===== config.mk =====
export PLATFORM = sky130hd
export DESIGN_NAME = bsg_ram
export DESIGN_NICKNAME = d
export VERILOG_FILES = /design/src/sv/bsg_pkg.sv /design/src/sv/bsg_ram.sv
export SDC_FILE = /design/constraint.sdc
export NUM_CORES = 2
export LEC_CHECK = 0
export ABC_AREA = 1
export BUFFER_PORTS_ARGS = -buffer_cell sky130_fd_sc_hd__buf_4
export CAP_MARGIN = 0
export CORE_MARGIN = 2
export CORE_UTILIZATION = 45
export CTS_CLUSTER_DIAMETER = 100
export CTS_CLUSTER_SIZE = 28
export DETAILED_ROUTE_END_ITERATION = 12
export PLACE_DENSITY = 0.66
export REMOVE_ABC_BUFFERS = 1
export SLEW_MARGIN = 15
export SYNTH_ARGS = -nofsm -noshare
export SYNTH_HDL_FRONTEND = slang
export SYNTH_SLANG_ARGS = --single-unit

===== constraint.sdc =====
create_clock -name clock -period 4.3 [get_ports clock]
set_input_delay 0.645 -clock clock [delete_from_list [all_inputs] [get_ports clock]]
set_output_delay 0.645 -clock clock [all_outputs]
set_load 0.01 [all_outputs]

===== src/sv/bsg_pkg.sv =====
`default_nettype none

package bsg_pkg;

   // opcodes carried in the request tuser field
   typedef logic [1:0] opcode_type;
   localparam opcode_type OP_LUT = 2'd0;
   localparam opcode_type OP_PIX = 2'd1;
   localparam opcode_type OP_REQ = 2'd2;

   // configuration register indexes
   typedef logic [2:0] csr_addr_type;
   localparam csr_addr_type CSR_SRC_WIDTH  = 3'd0;
   localparam csr_addr_type CSR_SRC_HEIGHT = 3'd1;
   localparam csr_addr_type CSR_X_STEP     = 3'd2;
   localparam csr_addr_type CSR_Y_STEP     = 3'd3;
   localparam csr_addr_type CSR_GAMMA_EN   = 3'd4;

   localparam int SIZE_W     = 9;
   localparam int STEP_W     = 25;
   localparam int COORD_W    = 12;
   localparam int FRAC_W     = 16;
   localparam int CHAN_W     = 8;
   localparam int PIXEL_W    = 24;
   localparam int CSR_DATA_W = 25;
   localparam int REQ_DATA_W = 80;
   localparam int RSP_DATA_W = 24;

   localparam logic [SIZE_W-1:0] SIZE_RESET = 9'd256;
   localparam logic [STEP_W-1:0] STEP_RESET = 25'h0010000;

   typedef enum logic [6:0] {
      ST_IDLE = 7'b0000001,
      ST_PY   = 7'b0000010,
      ST_AY   = 7'b0000100,
      ST_WT   = 7'b0001000,
      ST_BL   = 7'b0010000,
      ST_GM   = 7'b0100000,
      ST_DONE = 7'b1000000
   } state_type;

   typedef struct packed {
      logic en;
      logic accum;
   } mac_ctrl_type;

endpackage

`default_nettype wire


===== src/sv/bsg_ram.sv =====
`default_nettype none

module bsg_ram #(
   parameter int WIDTH = 8,
   parameter int DEPTH = 256
) (
   input  logic                     clock,
   input  logic                     wr_en,
   input  logic [$clog2(DEPTH)-1:0] wr_addr,
   input  logic [WIDTH-1:0]         wr_data,
   input  logic                     rd_en,
   input  logic [$clog2(DEPTH)-1:0] rd_addr,
   output logic [WIDTH-1:0]         rd_data
);
   import bsg_pkg::*;

   logic [WIDTH-1:0] mem_ff [DEPTH];
   logic [WIDTH-1:0] rd_data_ff;

   always_ff @(posedge clock) begin
      if (wr_en) begin
         mem_ff[wr_addr] <= wr_data;
      end
      if (rd_en) begin
         rd_data_ff <= mem_ff[rd_addr];
      end
   end

   assign rd_data = rd_data_ff;

endmodule

`default_nettype wire


==> summary.txt <==
Outcome
  • Status: finished clean

Timing
  • Tcrit/Tclk final: 0.7080
  • Count of final hold-check violations: 0
  • Final setup fails: 0
  • Min cycle time layout: roughly 3000 ps
  • Clock Skews: about 24 ps
  • Peak Freq: approximately 330 MHz
  • Worst Max-Slew Pin Slew: roughly 1300 ps
  • Worst slew margin relative to its limit: 0.1559
  • RSZ-0062 raised after global routing: no
  • Pins Over Slew Limit: 0
  • WHS: 248.8 ps

Worst hold path
  • Hold wc startpoint: rd_en
  • Min-delay worst type: input port to flip-flop

Place
  • Area after DPL: ~87,000 sq um
  • Hpwl dp: roughly 130,000 microns
  • Input/output buffers: 34
  • Gpl congestion: 0.9415

Clock tree
  • Clock Sinks: approximately 2,100
  • CTS buffer count: a little over 80
  • TritonCTS clock tree: yes
  • Clock Latency Late Sink: approximately 770 ps
  • Hold_buf cts: 0
  • # H-tree levels: 3
  • Max clock buf depth: 3
  • Postcts setup bufs: 0
  • Post-cts gate resize count: 0
  • CTS Root Buffer Type: clkbuf_16
  • Clock slew at reported path FFs: about 110 ps

Worst setup path
  • CP Data Arrival Time: about 3700 ps
  • Worst-path fanout max: just under 90
  • Setup CP Type: input port to flip-flop
  • Reg2Reg Launch Point: mem_ff[189][5]
  • Setup crit start: rd_addr[0]
  • Critical Path Source Type: input port
  • Data required, critical path: 4920 ps
  • Setup crit end kind: flip-flop

Synthesis
  • Post-synthesis sequential area ratio: 0.7396
  • Synth top area share: 0.7396
  • Synthesized area per cell: 11.92 sq um
  • Synthesized flop and latch total: around 2,000
  • Distinct cells, synth: 13
  • Synth warnings: 0
  • Post-synthesis cell count: 7,003
  • Synthesized area: roughly 83,000 sq um
  • Yosys top cell by area: edfxtp_1
  • Main area contributors after synthesis: edfxtp_1, nand3_1, nand2_1

Layout
  • Area delta synth->final: 6.336%
  • Share of cells above drive strength 1: 0.04724
  • # nets final: around 6,900
  • FILL cells: ~16,000
  • Fin area: 88,770 sq um

Global route
  • Initial antenna violation count: 6
  • Gr usage total: 0.2341
  • Number of global-route vias before repair: 50,820
  • Largest net degree at the start of global routing: 141
  • Global route overflow: 0
  • First-pass GRT wire length: 335,400 microns

Pwr
  • Leak: roughly 0.03 uW
  • Power Total: about 34,000 uW
  • Power density cells: 384.7 nW/um^2
  • Peak VDD IR: between 0.0003 and 0.0004 V

Drt
  • Vias: about 54,000
  • ANT nets after route: 0
  • DRT iter0 DRCs: around 8,000
  • Routed Wire Length: 225,900 microns
  • Vias per cell: 5.808
  • DRC errors left: 0
  • Drt wl/cell: 24.23 microns
  • First-pass DRT Iterations: 8

Floorplan
  • Row Count: ~160
  • Core box area: roughly 180,000 sq um
  • Initial Util: 0.4516
  • Die height: about 430 microns
  • I/O pin cnt: 35
  • Die Area: ~190,000 sq um
  • Chip width: around 430 microns

Flow run
  • Max-cap check violation count: 0
final timing paths:
| kind | cells past startpoint | endpoint | slack (ps) |
|---|---|---|---|
| worst max-delay path | 13 | rd_data[5] | 1260 |
| worst min-delay path | 1 | rd_data[7] | 250 |
| worst max register to register | 10 | rd_data[5] | 1820 |
| worst min register to register | 10 | rd_data[6] | 1080 |
worst max-delay path, cell delays in order:
cell and delay [ps]:
buf_8 190, inv_16 390, buf_12 380, nand2_1 100
nand3_1 100, nand3_1 120, nand3_1 170, nand3_1 150
nand3_1 240, nand3_1 280, nand2_1 490, nand2_1 150
nand2_1 100
cell families (layout without fill, tap and decap cells):
logic type	Yosys count	after routing	share of synthesized area
buffers and inverters	522	357	0.03116
other	0	4	0
DFF	2056	2056	0.7396
and+or+nand+nor	4425	4425	0.2292
final cells by class:
cell class | count | area [sq um] | area share
Clock inverter | 5 | 70.07 | 0.0007894
Inverter | 39 | 180.2 | 0.002030
Sequential cell | 2056 | 61740 | 0.6955
Tap cell | 2480 | 3103 | 0.03496
Clock buffer | 86 | 2152 | 0.02424
Antenna cell | 4 | 10.01 | 0.0001128
Multi-Input combinational cell | 4425 | 19140 | 0.2156
Timing Repair Buffer | 227 | 2375 | 0.02675
synth_stat cells:
cell      instances
nand2_1        2123
edfxtp_1       2056
nand3_1        2019
nor2_1          283
buf_2           268
clkbuf_1        112
buf_4            46
buf_1            40
inv_1            36
buf_6            16
inv_2             2
buf_8             1
inv_4             1
per-stage QoR:
| stage | utilization | setup slack [ps] | cells | TNS (ps) |
|---|---|---|---|---|
| 2_1_floorplan | - | -2068 | 6520 | -16490 |
| 3_5_place_dp | 0.4682 | 667.9 | 9227 | 0 |
| 3_3_place_gp | 0.4682 | 691.1 | 9227 | 0 |
| 4_1_cts | 0.4802 | 1480 | 9318 | 0 |
| 5_1_grt | 0.4802 | 1227 | 9320 | 0 |
| 6_report | 0.4802 | 1256 | 9322 | 0 |
layout by cell type (no fill, tap or decap), drive strengths merged:
cell type  instances
nor2             283
diode              4
buf              227
inv               43
nand2           2123
nand3           2019
clkinv             1
clkbuf            86
edfxtp          2056
report_power, final:
part / switching (uW) / internal [uW]
Sequential: 18.1 / 22100
Clock: 5880 / 3640
Combinational: 1930 / 619
Total: 7830 / 26300
flip-flops by register name (all words and copies together) (netlist names):
register  flops
rd_data       8
mem_ff     2048
layer usage:
| metal | up-vias | wire length [microns] | global-route usage | part of all wire |
|---|---|---|---|---|
| met5 | - | 24 | 0 | 0.00011 |
| met4 | 4 | 9462 | 0.09464 | 0.042 |
| met3 | 368 | 21260 | 0.03520 | 0.094 |
| met2 | 2808 | 104300 | 0.3635 | 0.46 |
| met1 | 26650 | 90820 | 0.3320 | 0.40 |
| li1 | 24320 | - | - | - |
No activity file was read; power rests on OpenSTA's default activity.
