### config.mk
export PLATFORM = sky130hd
export DESIGN_NAME = bsg_mac
export DESIGN_NICKNAME = d
export VERILOG_FILES = /design/src/sv/bsg_pkg.sv /design/src/sv/bsg_mac.sv
export SDC_FILE = /design/constraint.sdc
export NUM_CORES = 1
export LEC_CHECK = 0
export ABC_CLOCK_PERIOD_IN_PS = 7150
export BUFFER_PORTS_ARGS = -buffer_cell sky130_fd_sc_hd__buf_2
export CAP_MARGIN = 25
export CORE_ASPECT_RATIO = 1.4
export CORE_MARGIN = 4
export CORE_UTILIZATION = 45
export DETAILED_ROUTE_END_ITERATION = 8
export PLACE_DENSITY = 0.75
export SETUP_SLACK_MARGIN = 0.15
export SLEW_MARGIN = 10
export SYNTH_ARGS = -nofsm -noshare
export SYNTH_HDL_FRONTEND = slang
export SYNTH_SLANG_ARGS = --single-unit
### constraint.sdc
create_clock -name clock -period 7.15 [get_ports clock]
set_input_delay 0.3575 -clock clock [delete_from_list [all_inputs] [get_ports clock]]
set_output_delay 0.3575 -clock clock [all_outputs]
set_load 0.01 [all_outputs]
### src/sv/bsg_pkg.sv
`default_nettype none

package bsg_pkg;

   // opcodes carried in the request tuser field
   typedef logic [1:0] opcode_type;
   localparam opcode_type OP_LUT = 2'd0;
   localparam opcode_type OP_PIX = 2'd1;
   localparam opcode_type OP_REQ = 2'd2;

   // configuration register indexes
   typedef logic [2:0] csr_addr_type;
   localparam csr_addr_type CSR_SRC_WIDTH  = 3'd0;
   localparam csr_addr_type CSR_SRC_HEIGHT = 3'd1;
   localparam csr_addr_type CSR_X_STEP     = 3'd2;
   localparam csr_addr_type CSR_Y_STEP     = 3'd3;
   localparam csr_addr_type CSR_GAMMA_EN   = 3'd4;

   localparam int SIZE_W     = 9;
   localparam int STEP_W     = 25;
   localparam int COORD_W    = 12;
   localparam int FRAC_W     = 16;
   localparam int CHAN_W     = 8;
   localparam int PIXEL_W    = 24;
   localparam int CSR_DATA_W = 25;
   localparam int REQ_DATA_W = 80;
   localparam int RSP_DATA_W = 24;

   localparam logic [SIZE_W-1:0] SIZE_RESET = 9'd256;
   localparam logic [STEP_W-1:0] STEP_RESET = 25'h0010000;

   typedef enum logic [6:0] {
      ST_IDLE = 7'b0000001,
      ST_PY   = 7'b0000010,
      ST_AY   = 7'b0000100,
      ST_WT   = 7'b0001000,
      ST_BL   = 7'b0010000,
      ST_GM   = 7'b0100000,
      ST_DONE = 7'b1000000
   } state_type;

   typedef struct packed {
      logic en;
      logic accum;
   } mac_ctrl_type;

endpackage

`default_nettype wire

### src/sv/bsg_mac.sv
`default_nettype none

module bsg_mac #(
   parameter int A_W = 25,
   parameter int B_W = 12
) (
   input  logic                   clock,
   input  bsg_pkg::mac_ctrl_type  ctrl,
   input  logic [A_W-1:0]         op_a,
   input  logic [B_W-1:0]         op_b,
   output logic [A_W+B_W-1:0]     result
);
   import bsg_pkg::*;

   localparam int R_W = A_W + B_W;

   logic [R_W-1:0] prod;
   logic [R_W-1:0] acc_ff;
   logic [R_W-1:0] acc_in;

   always_comb begin
      prod   = R_W'(op_a) * R_W'(op_b);
      acc_in = ctrl.accum ? acc_ff + prod : prod;
   end

   always_ff @(posedge clock) begin
      if (ctrl.en) begin
         acc_ff <= acc_in;
      end
   end

   assign result = acc_ff;

endmodule

`default_nettype wire

==> qor.csv <==
stage,metric,value,unit
finish,NumNets Final,2092,
finish,Area Overhead vs Synth,24.6,%
die,boundary pin count,77,
global_route,first-pass GRT wire length,55.3,mm
global_route,GR Overflow Total,0,
clocking,clock sink count,37,
die,Rows,72,
place,RePlAce Congestion,0.932,
synth,asr flop ratio synth,0,%
synth,Post-synth EDFFs,37,
finish,post-route cell area,15900,sq um
detailed_routing,drt drc,0,
die,DIE WIDTH,151,microns
setup_path,nature of the critical path endpoint,register,
timing,Final Hold Fails,0,
die,Die Span Y,208,microns
synth,synthesized flop and latch total,37,
synth,Syn Nets,1869,
setup_path,Startpoint Class,primary input,
timing,Clock Skew,0.00555,ns
timing,relative slew slack,40.7,%
setup_path,most frequent CP cell,buf_4,
synth,Post-Synthesis Cell Area,12800,sq um
finish,FILL cells,2335,
timing,"Period Utilization, post-route",97.0,%
finish,"commonest cells after routing, fill and taps aside","inv_1, nand2_1, fa_1, buf_4, ha_1",
place,PortBufs,76,
setup_path,CP required,7.20,ns
detailed_routing,final wirelength,33.1,mm
clocking,CTS tree,yes,
die,core footprint,27800,sq um
clocking,CTS Buf Count,5,
timing,RSZ-0062 raised after global routing,true,
setup_path,Setup Crit Path Kind,in2reg,
timing,Fmax,144,MHz
timing,count of pins over their slew limit,0,
run_status,status,"complete, no violations",
detailed_routing,vias per cell,5.21,
clocking,"Clk pin slew, worst setup/hold paths",0.06,ns
setup_path,Critical-path top delay cell,fa_1,
clocking,deepest clock path buffer count,2,
synth,cells after synthesis,1480,
synth,sequential area share after synthesis,8.68,%
hold_path,worst min-delay path class,in2reg,
synth,post-synth top area share,36.1,%
synth,Netlist cell types,66,
finish,max reg flops,37,
synth,top_reg_cell synth,edfxtp_1,
detailed_routing,Vias,10800,
clocking,CTS root buffer,clkbuf_16,
synth,top cell type by total area after synthesis,fa_1,
setup_path,Worst EP arrival,6.98,ns
detailed_routing,post-route ant nets,0,
place,hpwl dp,27.1,mm
timing,Final setup viols,0,
synth,top post-synthesis cells by area,"fa_1, ha_1, edfxtp_1, inv_1, nand2_1",
detailed_routing,Iter 0 DRT Violations,607,
clocking,latest clock arrival within the worst-skew pair,0.29,ns
finish,"most common cell after layout, fill and taps aside",inv_1,
synth,warning count from the yosys run,0,
finish,ANT cells,0,
setup_path,Max stage delay on crit path,0.57,ns
detailed_routing,first drt pass iteration count,5,
timing,Least-Margin Pin Slew,0.889,ns
synth,Syn Area/Cell,8.65,sq um
global_route,GRT Total Usage,21.3,%
finish,share of final-layout standard cells stronger than drive strength 1,25.5,%
clocking,H-tree Lvls,2,
global_route,largest net degree at the start of global routing,40,
place,Placement Cell Area,14800,sq um
die,die area,31200,sq um
global_route,antenna violations before repair,0,
global_route,vias in the first global route,11700,
timing,final worst path period need,6.93,ns
clocking,Post-CTS Hold Buffers,0,
die,initial core utilization,46.0,%
flow_run,# Max-Cap Violations,0,
setup_path,Worst Path Max Fanout,5,
detailed_routing,Wirelength per Cell,15.9,microns
==> cell type report <==
| cell class | count | area [sq um] | area share, % |
|---|---|---|---|
| sequential | 37 | 1110 | 6.97 |
| multi-input combinational | 1088 | 11000 | 68.8 |
| inverter | 288 | 1080 | 6.78 |
| timing repair buffer | 283 | 2130 | 13.4 |
| clock buffer | 5 | 125 | 0.785 |
| clock inverter | 3 | 65.1 | 0.408 |
| tap | 370 | 463 | 2.90 |
==> path summary, 6_finish.rpt <==
| kind | from | endpoint | slack, ns | cells after the start |
|---|---|---|---|---|
| min reg2reg | result[0] | result[0] | 0.73 | 2 |
| min | ctrl[1] | result[36] | 0.73 | 1 |
| max reg2reg | result[0] | result[24] | 3.86 | 13 |
| max | op_b[3] | result[29] | 0.22 | 32 |
==> critical path: cells and delay by family <==
family | cells | cell delay (ns)
AND/OR/NAND/NOR | 3 | 0.43
XOR/XNOR | 1 | 0.21
buffers and inverters | 10 | 1.10
adder cells (fa/ha/maj) | 7 | 2.88
multiplexers | 1 | 0.21
AO/OA/AOI/OAI | 10 | 1.80
==> per-stage QoR <==
| step | setup TNS, ns | std cells | hold WS (ns) | setup slack, ns | utilization (%) |
|---|---|---|---|---|---|
| 3_3_place_gp | -1.44 | 2038 | 0.683 | -0.258 | 53.1 |
| 2_1_floorplan | 0 | 1480 | 0.470 | 0.149 | - |
| 6_report | 0 | 2074 | 0.732 | 0.216 | 57.3 |
| 3_5_place_dp | -2.22 | 2038 | 0.723 | -0.314 | 53.1 |
| 5_1_grt | -0.206 | 2074 | 0.769 | -0.0835 | 57.3 |
| 4_1_cts | 0 | 2059 | 0.740 | 0.150 | 54.9 |
==> metal layers <==
| metal | share of wire, % | GRT usage [%] |
|---|---|---|
| met5 | 0 | 0 |
| met3 | 3.5 | 1.55 |
| met2 | 52 | 37.4 |
| met4 | 3.3 | 6.88 |
| met1 | 41 | 27.8 |
==> repair_timing <==
item | in CTS | in global routing
endpoints found under the setup margin | 9 | 14
resized for setup | 50 | 119
pin swaps | 40 | 90
buffers inserted | 13 | 15
==> Yosys cell counts, types with 3 or more instances <==
library cell,instances
nand3b_1,4
a21oi_1,76
nor2b_1,6
o21bai_1,13
nand2_1,258
o31ai_1,3
a31o_2,3
ha_1,118
and2_1,85
o21ai_0,33
o21a_1,5
a211oi_1,4
nand3_1,13
nor2_1,35
mux2_2,22
and3_1,6
xnor2_1,39
a21o_1,34
inv_1,287
a211o_1,4
clkbuf_1,63
xor2_1,25
fa_1,231
edfxtp_1,37
nand4_1,8
o211ai_1,4
nor3_1,4
o21ai_1,4
o31a_1,3
a31oi_1,7
==> logic make-up (layout without fill, tap and decap cells) <==
group / count (synthesis) / after routing / share of synthesized area, %
simple gates: 432 / 432 / 15.4
buf+inv: 355 / 579 / 10.4
fa+ha+maj: 349 / 349 / 47.7
compound gates: 220 / 220 / 11.4
xor+xnor: 64 / 64 / 4.38
flops: 37 / 37 / 8.68
mux: 23 / 23 / 2.01
Power is not shown: default switching activity piles up to over one toggle a cycle in this logic, so the estimate is an artifact.
