<file path="src/sv/bsg_pkg.sv">
`default_nettype none

package bsg_pkg;

   // opcodes carried in the request tuser field
   typedef logic [1:0] opcode_type;
   localparam opcode_type OP_LUT = 2'd0;
   localparam opcode_type OP_PIX = 2'd1;
   localparam opcode_type OP_REQ = 2'd2;

   // configuration register indexes
   typedef logic [2:0] csr_addr_type;
   localparam csr_addr_type CSR_SRC_WIDTH  = 3'd0;
   localparam csr_addr_type CSR_SRC_HEIGHT = 3'd1;
   localparam csr_addr_type CSR_X_STEP     = 3'd2;
   localparam csr_addr_type CSR_Y_STEP     = 3'd3;
   localparam csr_addr_type CSR_GAMMA_EN   = 3'd4;

   localparam int SIZE_W     = 9;
   localparam int STEP_W     = 25;
   localparam int COORD_W    = 12;
   localparam int FRAC_W     = 16;
   localparam int CHAN_W     = 8;
   localparam int PIXEL_W    = 24;
   localparam int CSR_DATA_W = 25;
   localparam int REQ_DATA_W = 80;
   localparam int RSP_DATA_W = 24;

   localparam logic [SIZE_W-1:0] SIZE_RESET = 9'd256;
   localparam logic [STEP_W-1:0] STEP_RESET = 25'h0010000;

   typedef enum logic [6:0] {
      ST_IDLE = 7'b0000001,
      ST_PY   = 7'b0000010,
      ST_AY   = 7'b0000100,
      ST_WT   = 7'b0001000,
      ST_BL   = 7'b0010000,
      ST_GM   = 7'b0100000,
      ST_DONE = 7'b1000000
   } state_type;

   typedef struct packed {
      logic en;
      logic accum;
   } mac_ctrl_type;

endpackage

`default_nettype wire

</file>
<file path="src/sv/bsg_axis.sv">
`default_nettype none

module bsg_axis #(
   parameter int POS_W = 37,
   parameter int IDX_W = 8,
   parameter int SZ_W  = 9,
   parameter int WB    = 8
) (
   input  logic [POS_W-1:0] pos,
   input  logic [SZ_W-1:0]  size,
   output logic [IDX_W-1:0] idx0,
   output logic [IDX_W-1:0] idx1,
   output logic [WB-1:0]    frac
);
   import bsg_pkg::*;

   localparam int IP_W = POS_W - FRAC_W;

   logic [IP_W-1:0] ip;
   logic [SZ_W-1:0] last;
   logic [SZ_W-1:0] i0;
   logic [SZ_W-1:0] nxt;
   logic [SZ_W-1:0] i1;

   always_comb begin
      ip   = pos[POS_W-1:FRAC_W];
      last = size - SZ_W'(1);
      // integer part past the far edge sticks to the edge
      if (ip >= IP_W'(size)) begin
         i0 = last;
      end else begin
         i0 = SZ_W'(ip);
      end
      nxt  = i0 + SZ_W'(1);
      i1   = (nxt >= size) ? last : nxt;
      idx0 = IDX_W'(i0);
      idx1 = IDX_W'(i1);
      frac = pos[FRAC_W-1 -: WB];
   end

endmodule

`default_nettype wire

</file>
<file path="config.mk">
export PLATFORM = sky130hd
export DESIGN_NAME = bsg_axis
export DESIGN_NICKNAME = d
export VERILOG_FILES = /design/src/sv/bsg_pkg.sv /design/src/sv/bsg_axis.sv
export SDC_FILE = /design/constraint.sdc
export NUM_CORES = 1
export LEC_CHECK = 0
export CAP_MARGIN = 20
export CORE_MARGIN = 2
export CORE_UTILIZATION = 45
export DETAILED_ROUTE_END_ITERATION = 10
export DONT_BUFFER_PORTS = 1
export GPL_ROUTABILITY_DRIVEN = 0
export PLACE_DENSITY_LB_ADDON = 0.12
export SLEW_MARGIN = 40
export SYNTH_ARGS = -nofsm -noshare
export SYNTH_HDL_FRONTEND = slang
export SYNTH_SLANG_ARGS = --single-unit
</file>
<file path="constraint.sdc">
create_clock -name vclk -period 5.19
set_input_delay 0.2595 -clock vclk [all_inputs]
set_output_delay 0.2595 -clock vclk [all_outputs]
set_load 0.05 [all_outputs]
</file>
==> results.toml, run 1 <==
[grt]
grt_pass1_vias = 1378
grt_start_max_net_pins = 21
grt_first_pass_wirelength_um = 6490
grt.overflow.total = 0
track_usage_pct = 23.4
antenna_found_initial = 0

[sta]
rsz0062_at_grt = "yes"
hold_viol = 0
finalMaxSlewViolations = 0
slew_headroom_pct = 59.2
min_period_ns = 4.96
finalSetupViolCount = 0
fin_crit_sh_pct = 95.6
tightestPinTransition_ns = 0.612
fmax_mhz = 201
fin_ws_ns = 0.226

[critical_path]
start_kind = "input port"
critPathTopFamily = "compound AO/OA/AOI/OAI gates"
critical_path_buf_inv_count = 1
crit_type = "in -> out"
cpMaxStageDelayCell = "or4_1"
arrival_ns = 4.70
cp.required_ns = 4.93
path_cells = "or4_1, a2111oi_0, and3_1, o211ai_2, a21oi_4, ha_1, nand2_1, a211oi_4, xor2_1, nor2_1, a21oi_1, ha_1, a21o_1, a21o_1, a221o_1, or2_2, o31ai_2, a221oi_4, buf_12"
slowest_delay_ns = 0.51
critPathCaptureType = "output pin"
cp_max_fo = 10

[detailed_routing]
via_count = 1398
via_per_inst = 6.30
drt-initial-drc-count = 52
post-route-drc-count = 5
ant_nets = 0
first_pass_iters = 7
routed_wl_um = 3850
wl_per_cell_um = 17.4

[layout]
seq_cell_count = 0
instances_no_fill = 222
seq_area_um2 = 0
fin_area_um2 = 1590
syn2layout_area_growth_pct = 17.7
drive_gt1_share_pct = 20.9
nClkBuffers = 0
nets = 259
insertedDiodeCount = 0

[placement]
place_area_um2 = 1590
place_inst = 222
dp_slack_ns = 0.271
port_buffers = 0
dp.final_hpwl_um = 3210

[clocking]
cts-resized-gates = 0
cts_hold_buf = 0
postCtsSetupBuffers = 0

[yosys]
synthCells = 196
yosys_warnings = 0
syn_nets = 262
syn_area_um2 = 1350
synth_seq_area_share_pct = 0
yosys.cell_types.count = 47
avgSynthCellArea_um2 = 6.88

[floorplanning]
rows = 19
die_h_um = 58.7
die_w_um = 58.7
dieArea_um2 = 3450
start_util_pct = 48.0
io_pins = 70
core_area_um2 = 2810

[power_and_ir_drop]
leakage_uw = 0.000637
irDropWorstVdd_mv = 0.0717
powerDensity_nw_per_um2 = 133

[worst_hold_path]
hp-class = "in -> out"

[status]
violations = "DRC"
status = "complete, but fails checks"

[job]
maxCapViolations = 0
[synth_stat cells, drive strengths merged]
cell type	count	share of area, %
o21ai	8	3.0
nor3b	1	0.56
or2	3	1.4
ha	20	19
a221o	1	0.74
clkbuf	4	1.1
xnor2	9	5.8
nand2b	4	1.9
a221oi	3	2.4
and2	5	2.4
nor4	3	1.4
nor2	23	6.4
or4	3	1.7
a31o	1	0.65
nor2b	1	0.46
mux2	4	3.3
o22a	1	0.65
xor2	8	5.2
inv	11	3.1
or3	1	0.84
buf	12	5.9
o221a	1	0.84
and3	3	1.4
o31ai	1	0.56
nand2	12	3.3
a211oi	4	3.5
o21bai	1	0.56
and4b	1	0.74
nand4	3	1.4
o22ai	2	0.93
nand3	7	2.6
o211a	1	0.74
a2111oi	2	1.3
a21o	2	1.1
mux2i	2	1.5
a21oi	17	6.3
nor3	5	1.9
nand3b	1	0.56
o2bb2ai	1	0.65
o211ai	4	2.6
[area by class of cell]
| type | count | area [µm²] |
|---|---|---|
| fillers | 258 | 1220 |
| repair buffers | 11 | 158 |
| multi-input cells | 169 | 1350 |
| well taps | 31 | 38.8 |
| inverters | 11 | 41.3 |
[logic make-up (layout without fill, tap and decap cells)]
logic type	count (synthesis)	in the layout	synth area share, %
buffers and inverters	27	22	10.1
adder cells (fa/ha/maj)	20	20	18.6
AND/OR/NAND/NOR	76	76	28.9
XOR/XNOR	17	17	11.0
AO/OA/AOI/OAI	50	50	26.6
multiplexers	6	6	4.83
[cell usage in the layout (no fill, tap or decap), drive strengths merged, types with 2 or more instances in the layout]
master / instances
or4: 3
inv: 11
o21ai: 8
a211oi: 4
xor2: 8
ha: 20
mux2: 4
nand4: 3
buf: 11
nor4: 3
a2111oi: 2
a21oi: 17
o211ai: 4
and3: 3
mux2i: 2
nor3: 5
a21o: 2
a221oi: 3
nand2b: 4
nor2: 23
nand2: 12
or2: 3
and2: 5
o22ai: 2
nand3: 7
xnor2: 9
[path summary, 6_finish.rpt]
kind                  depth (start not counted)  startpoint      end  slack [ns]
worst max-delay path                         19     pos[29]  idx1[4]        0.23
worst min-delay path                          0      pos[9]  frac[1]        0.52
[power breakdown]
group | internal (µW) | total (µW) | switching (µW)
sequential | 0 | 0 | 0
clock | 0 | 0 | 0
combinational | 81.8 | 211 | 129
total | 81.8 | 211 | 129
[metrics by stage]
step | hold WS, ns | util, % | setup TNS [ns] | total power (µW)
2_1_floorplan | 0.620 | - | 0 | 172
3_3_place_gp | 0.520 | 56.3 | 0 | 206
3_5_place_dp | 0.520 | 56.6 | 0 | 210
4_1_cts | 0.520 | 56.6 | 0 | 211
5_1_grt | 0.519 | 56.6 | -0.00816 | 227
6_report | 0.519 | 56.6 | 0 | 211
[layer usage]
metal	part of all wire [%]	GRT usage [%]	up-vias
li1	-	-	695
met1	44	31.1	661
met2	49	41.1	36
met3	6.1	2.42	6
met4	0.91	4.55	0
met5	0	0	-
No activity file was read; power rests on OpenSTA's default activity.
==> inputs of run 2 (changes only) <==
==> constraint.sdc (replaced) <==
create_clock -name vclk -period 4.9
set_input_delay 0.245 -clock vclk [all_inputs]
set_output_delay 0.245 -clock vclk [all_outputs]
set_load 0.05 [all_outputs]
==> results.toml, run 2 (same netlist as run 1, synthesis figures left out) <==
[critical_path]
cp_max_fo = 10
cpMostUsedCell = "a21o_1"
arrival_ns = 4.40
slowest_delay_ns = 0.50
critical_path_buf_inv_count = 1
crit_type = "in -> out"
cp.required_ns = 4.66
critPathCaptureType = "output pin"
crit_path_start = "pos[29]"
cpMaxStageDelayCell = "or4_1"
start_kind = "input port"
path_cells = "or4_1, a2111oi_1, and3_1, o211ai_4, a21oi_4, ha_2, nand2_4, a211oi_4, xor2_1, nor2_1, a21oi_1, ha_1, a21o_1, a21o_1, a221o_1, or2_4, nor2_4, a221oi_4, buf_12"
critPathTopFamily = "compound AO/OA/AOI/OAI gates"

[layout]
nets = 261
fin_area_um2 = 1690
insertedDiodeCount = 0
seq_cell_count = 0
mostFrequentLayoutCell = "nor2_1"
syn2layout_area_growth_pct = 25.3
drive_gt1_share_pct = 25.9
mostFrequentLayoutCells = "21 x nor2_1, 19 x ha_1, 11 x inv_1, 11 x nand2_1, 11 x a21oi_1"
seq_area_um2 = 0
nClkBuffers = 0

[power_and_ir_drop]
netSwitchingFraction_pct = 59.7
powerDensity_nw_per_um2 = 142
irDropWorstVdd_mv = 0.0786
leakage_uw = 0.000673
p_seq_share_pct = 0
combPwrFrac_pct = 100.0
clkPwrFrac_pct = 0
p_int_uw = 96.8
p_sw_uw = 143

[sta]
fmax_mhz = 215
fin_ws_ns = 0.250
hold_viol = 0
slew_headroom_pct = 57.2
tightestPinTransition_ns = 0.642
rsz0062_at_grt = "no"
whs_ns = 0.490
finalSetupViolCount = 0
setup_tns_ns = 0
fin_crit_sh_pct = 94.9
min_period_ns = 4.65
finalMaxSlewViolations = 0

[detailed_routing]
post-route-drc-count = 1
wl_per_cell_um = 17.0
routed_wl_um = 3800
first_pass_iters = 7
via_count = 1407
drt-initial-drc-count = 80
via_per_inst = 6.28
ant_nets = 0

[floorplanning]
dieArea_um2 = 3450
start_util_pct = 48.0
rows = 19
die_w_um = 58.7
die_h_um = 58.7
core_area_um2 = 2810
io_pins = 70

[grt]
track_usage_pct = 23.0
grt_start_max_net_pins = 21
grt.overflow.total = 0
grt_first_pass_wirelength_um = 6360
antenna_found_initial = 0
grt_pass1_vias = 1388

[worst_hold_path]
min_from = "pos[10]"
hp-class = "in -> out"

[job]
maxCapViolations = 0

[placement]
dp_slack_ns = 0.233
port_buffers = 0
dp.final_hpwl_um = 3270
place_area_um2 = 1690

[status]
status = "complete, but fails checks"
violations = "DRC"
## run 2: changes by cell type in the layout (fill, tap and decap cells not counted), sizes merged
cell and change:
buf +2
## run 2: through the flow
stage / utilization [%] / total power (µW) / std cells
after floorplan: - / 199 / 196
after global placement: 59.9 / 234 / 224
after detailed placement: 60.2 / 239 / 224
after CTS: 60.2 / 240 / 224
after global routing: 60.2 / 257 / 224
final: 60.2 / 240 / 224
## run 2: path summary, 6_finish.rpt
kind  endpoint  slack, ns  cells after the start
max    idx1[7]       0.25                     19
min    frac[2]       0.49                      0
## run 2: repair_timing
item | CTS | global route
hold buffers | 0 | 0
buffers inserted | 0 | 0
gates resized for setup | 0 | 1
endpoints found under the setup margin | 0 | 6
## run 2: area by class of cell
type / instances / area (µm²)
fillers: 258 / 1120
inverters: 11 / 41.3
multi-input cells: 169 / 1420
well taps: 31 / 38.8
repair buffers: 13 / 185
## run 2: power by group through the flow
stage               Clock (µW)  Sequential (µW)  Combinational, µW
floorplan                    0                0                199
global placement             0                0                234
detailed placement           0                0                239
CTS                          0                0                240
global route                 0                0                257
finish                       0                0                240
## run 2: per-layer routing
metal  GRT usage, %  share of wire (%)
met1           34.0                 46
met2           37.9                 46
met3           1.10                8.0
met4           2.27               0.26
met5              0                  0
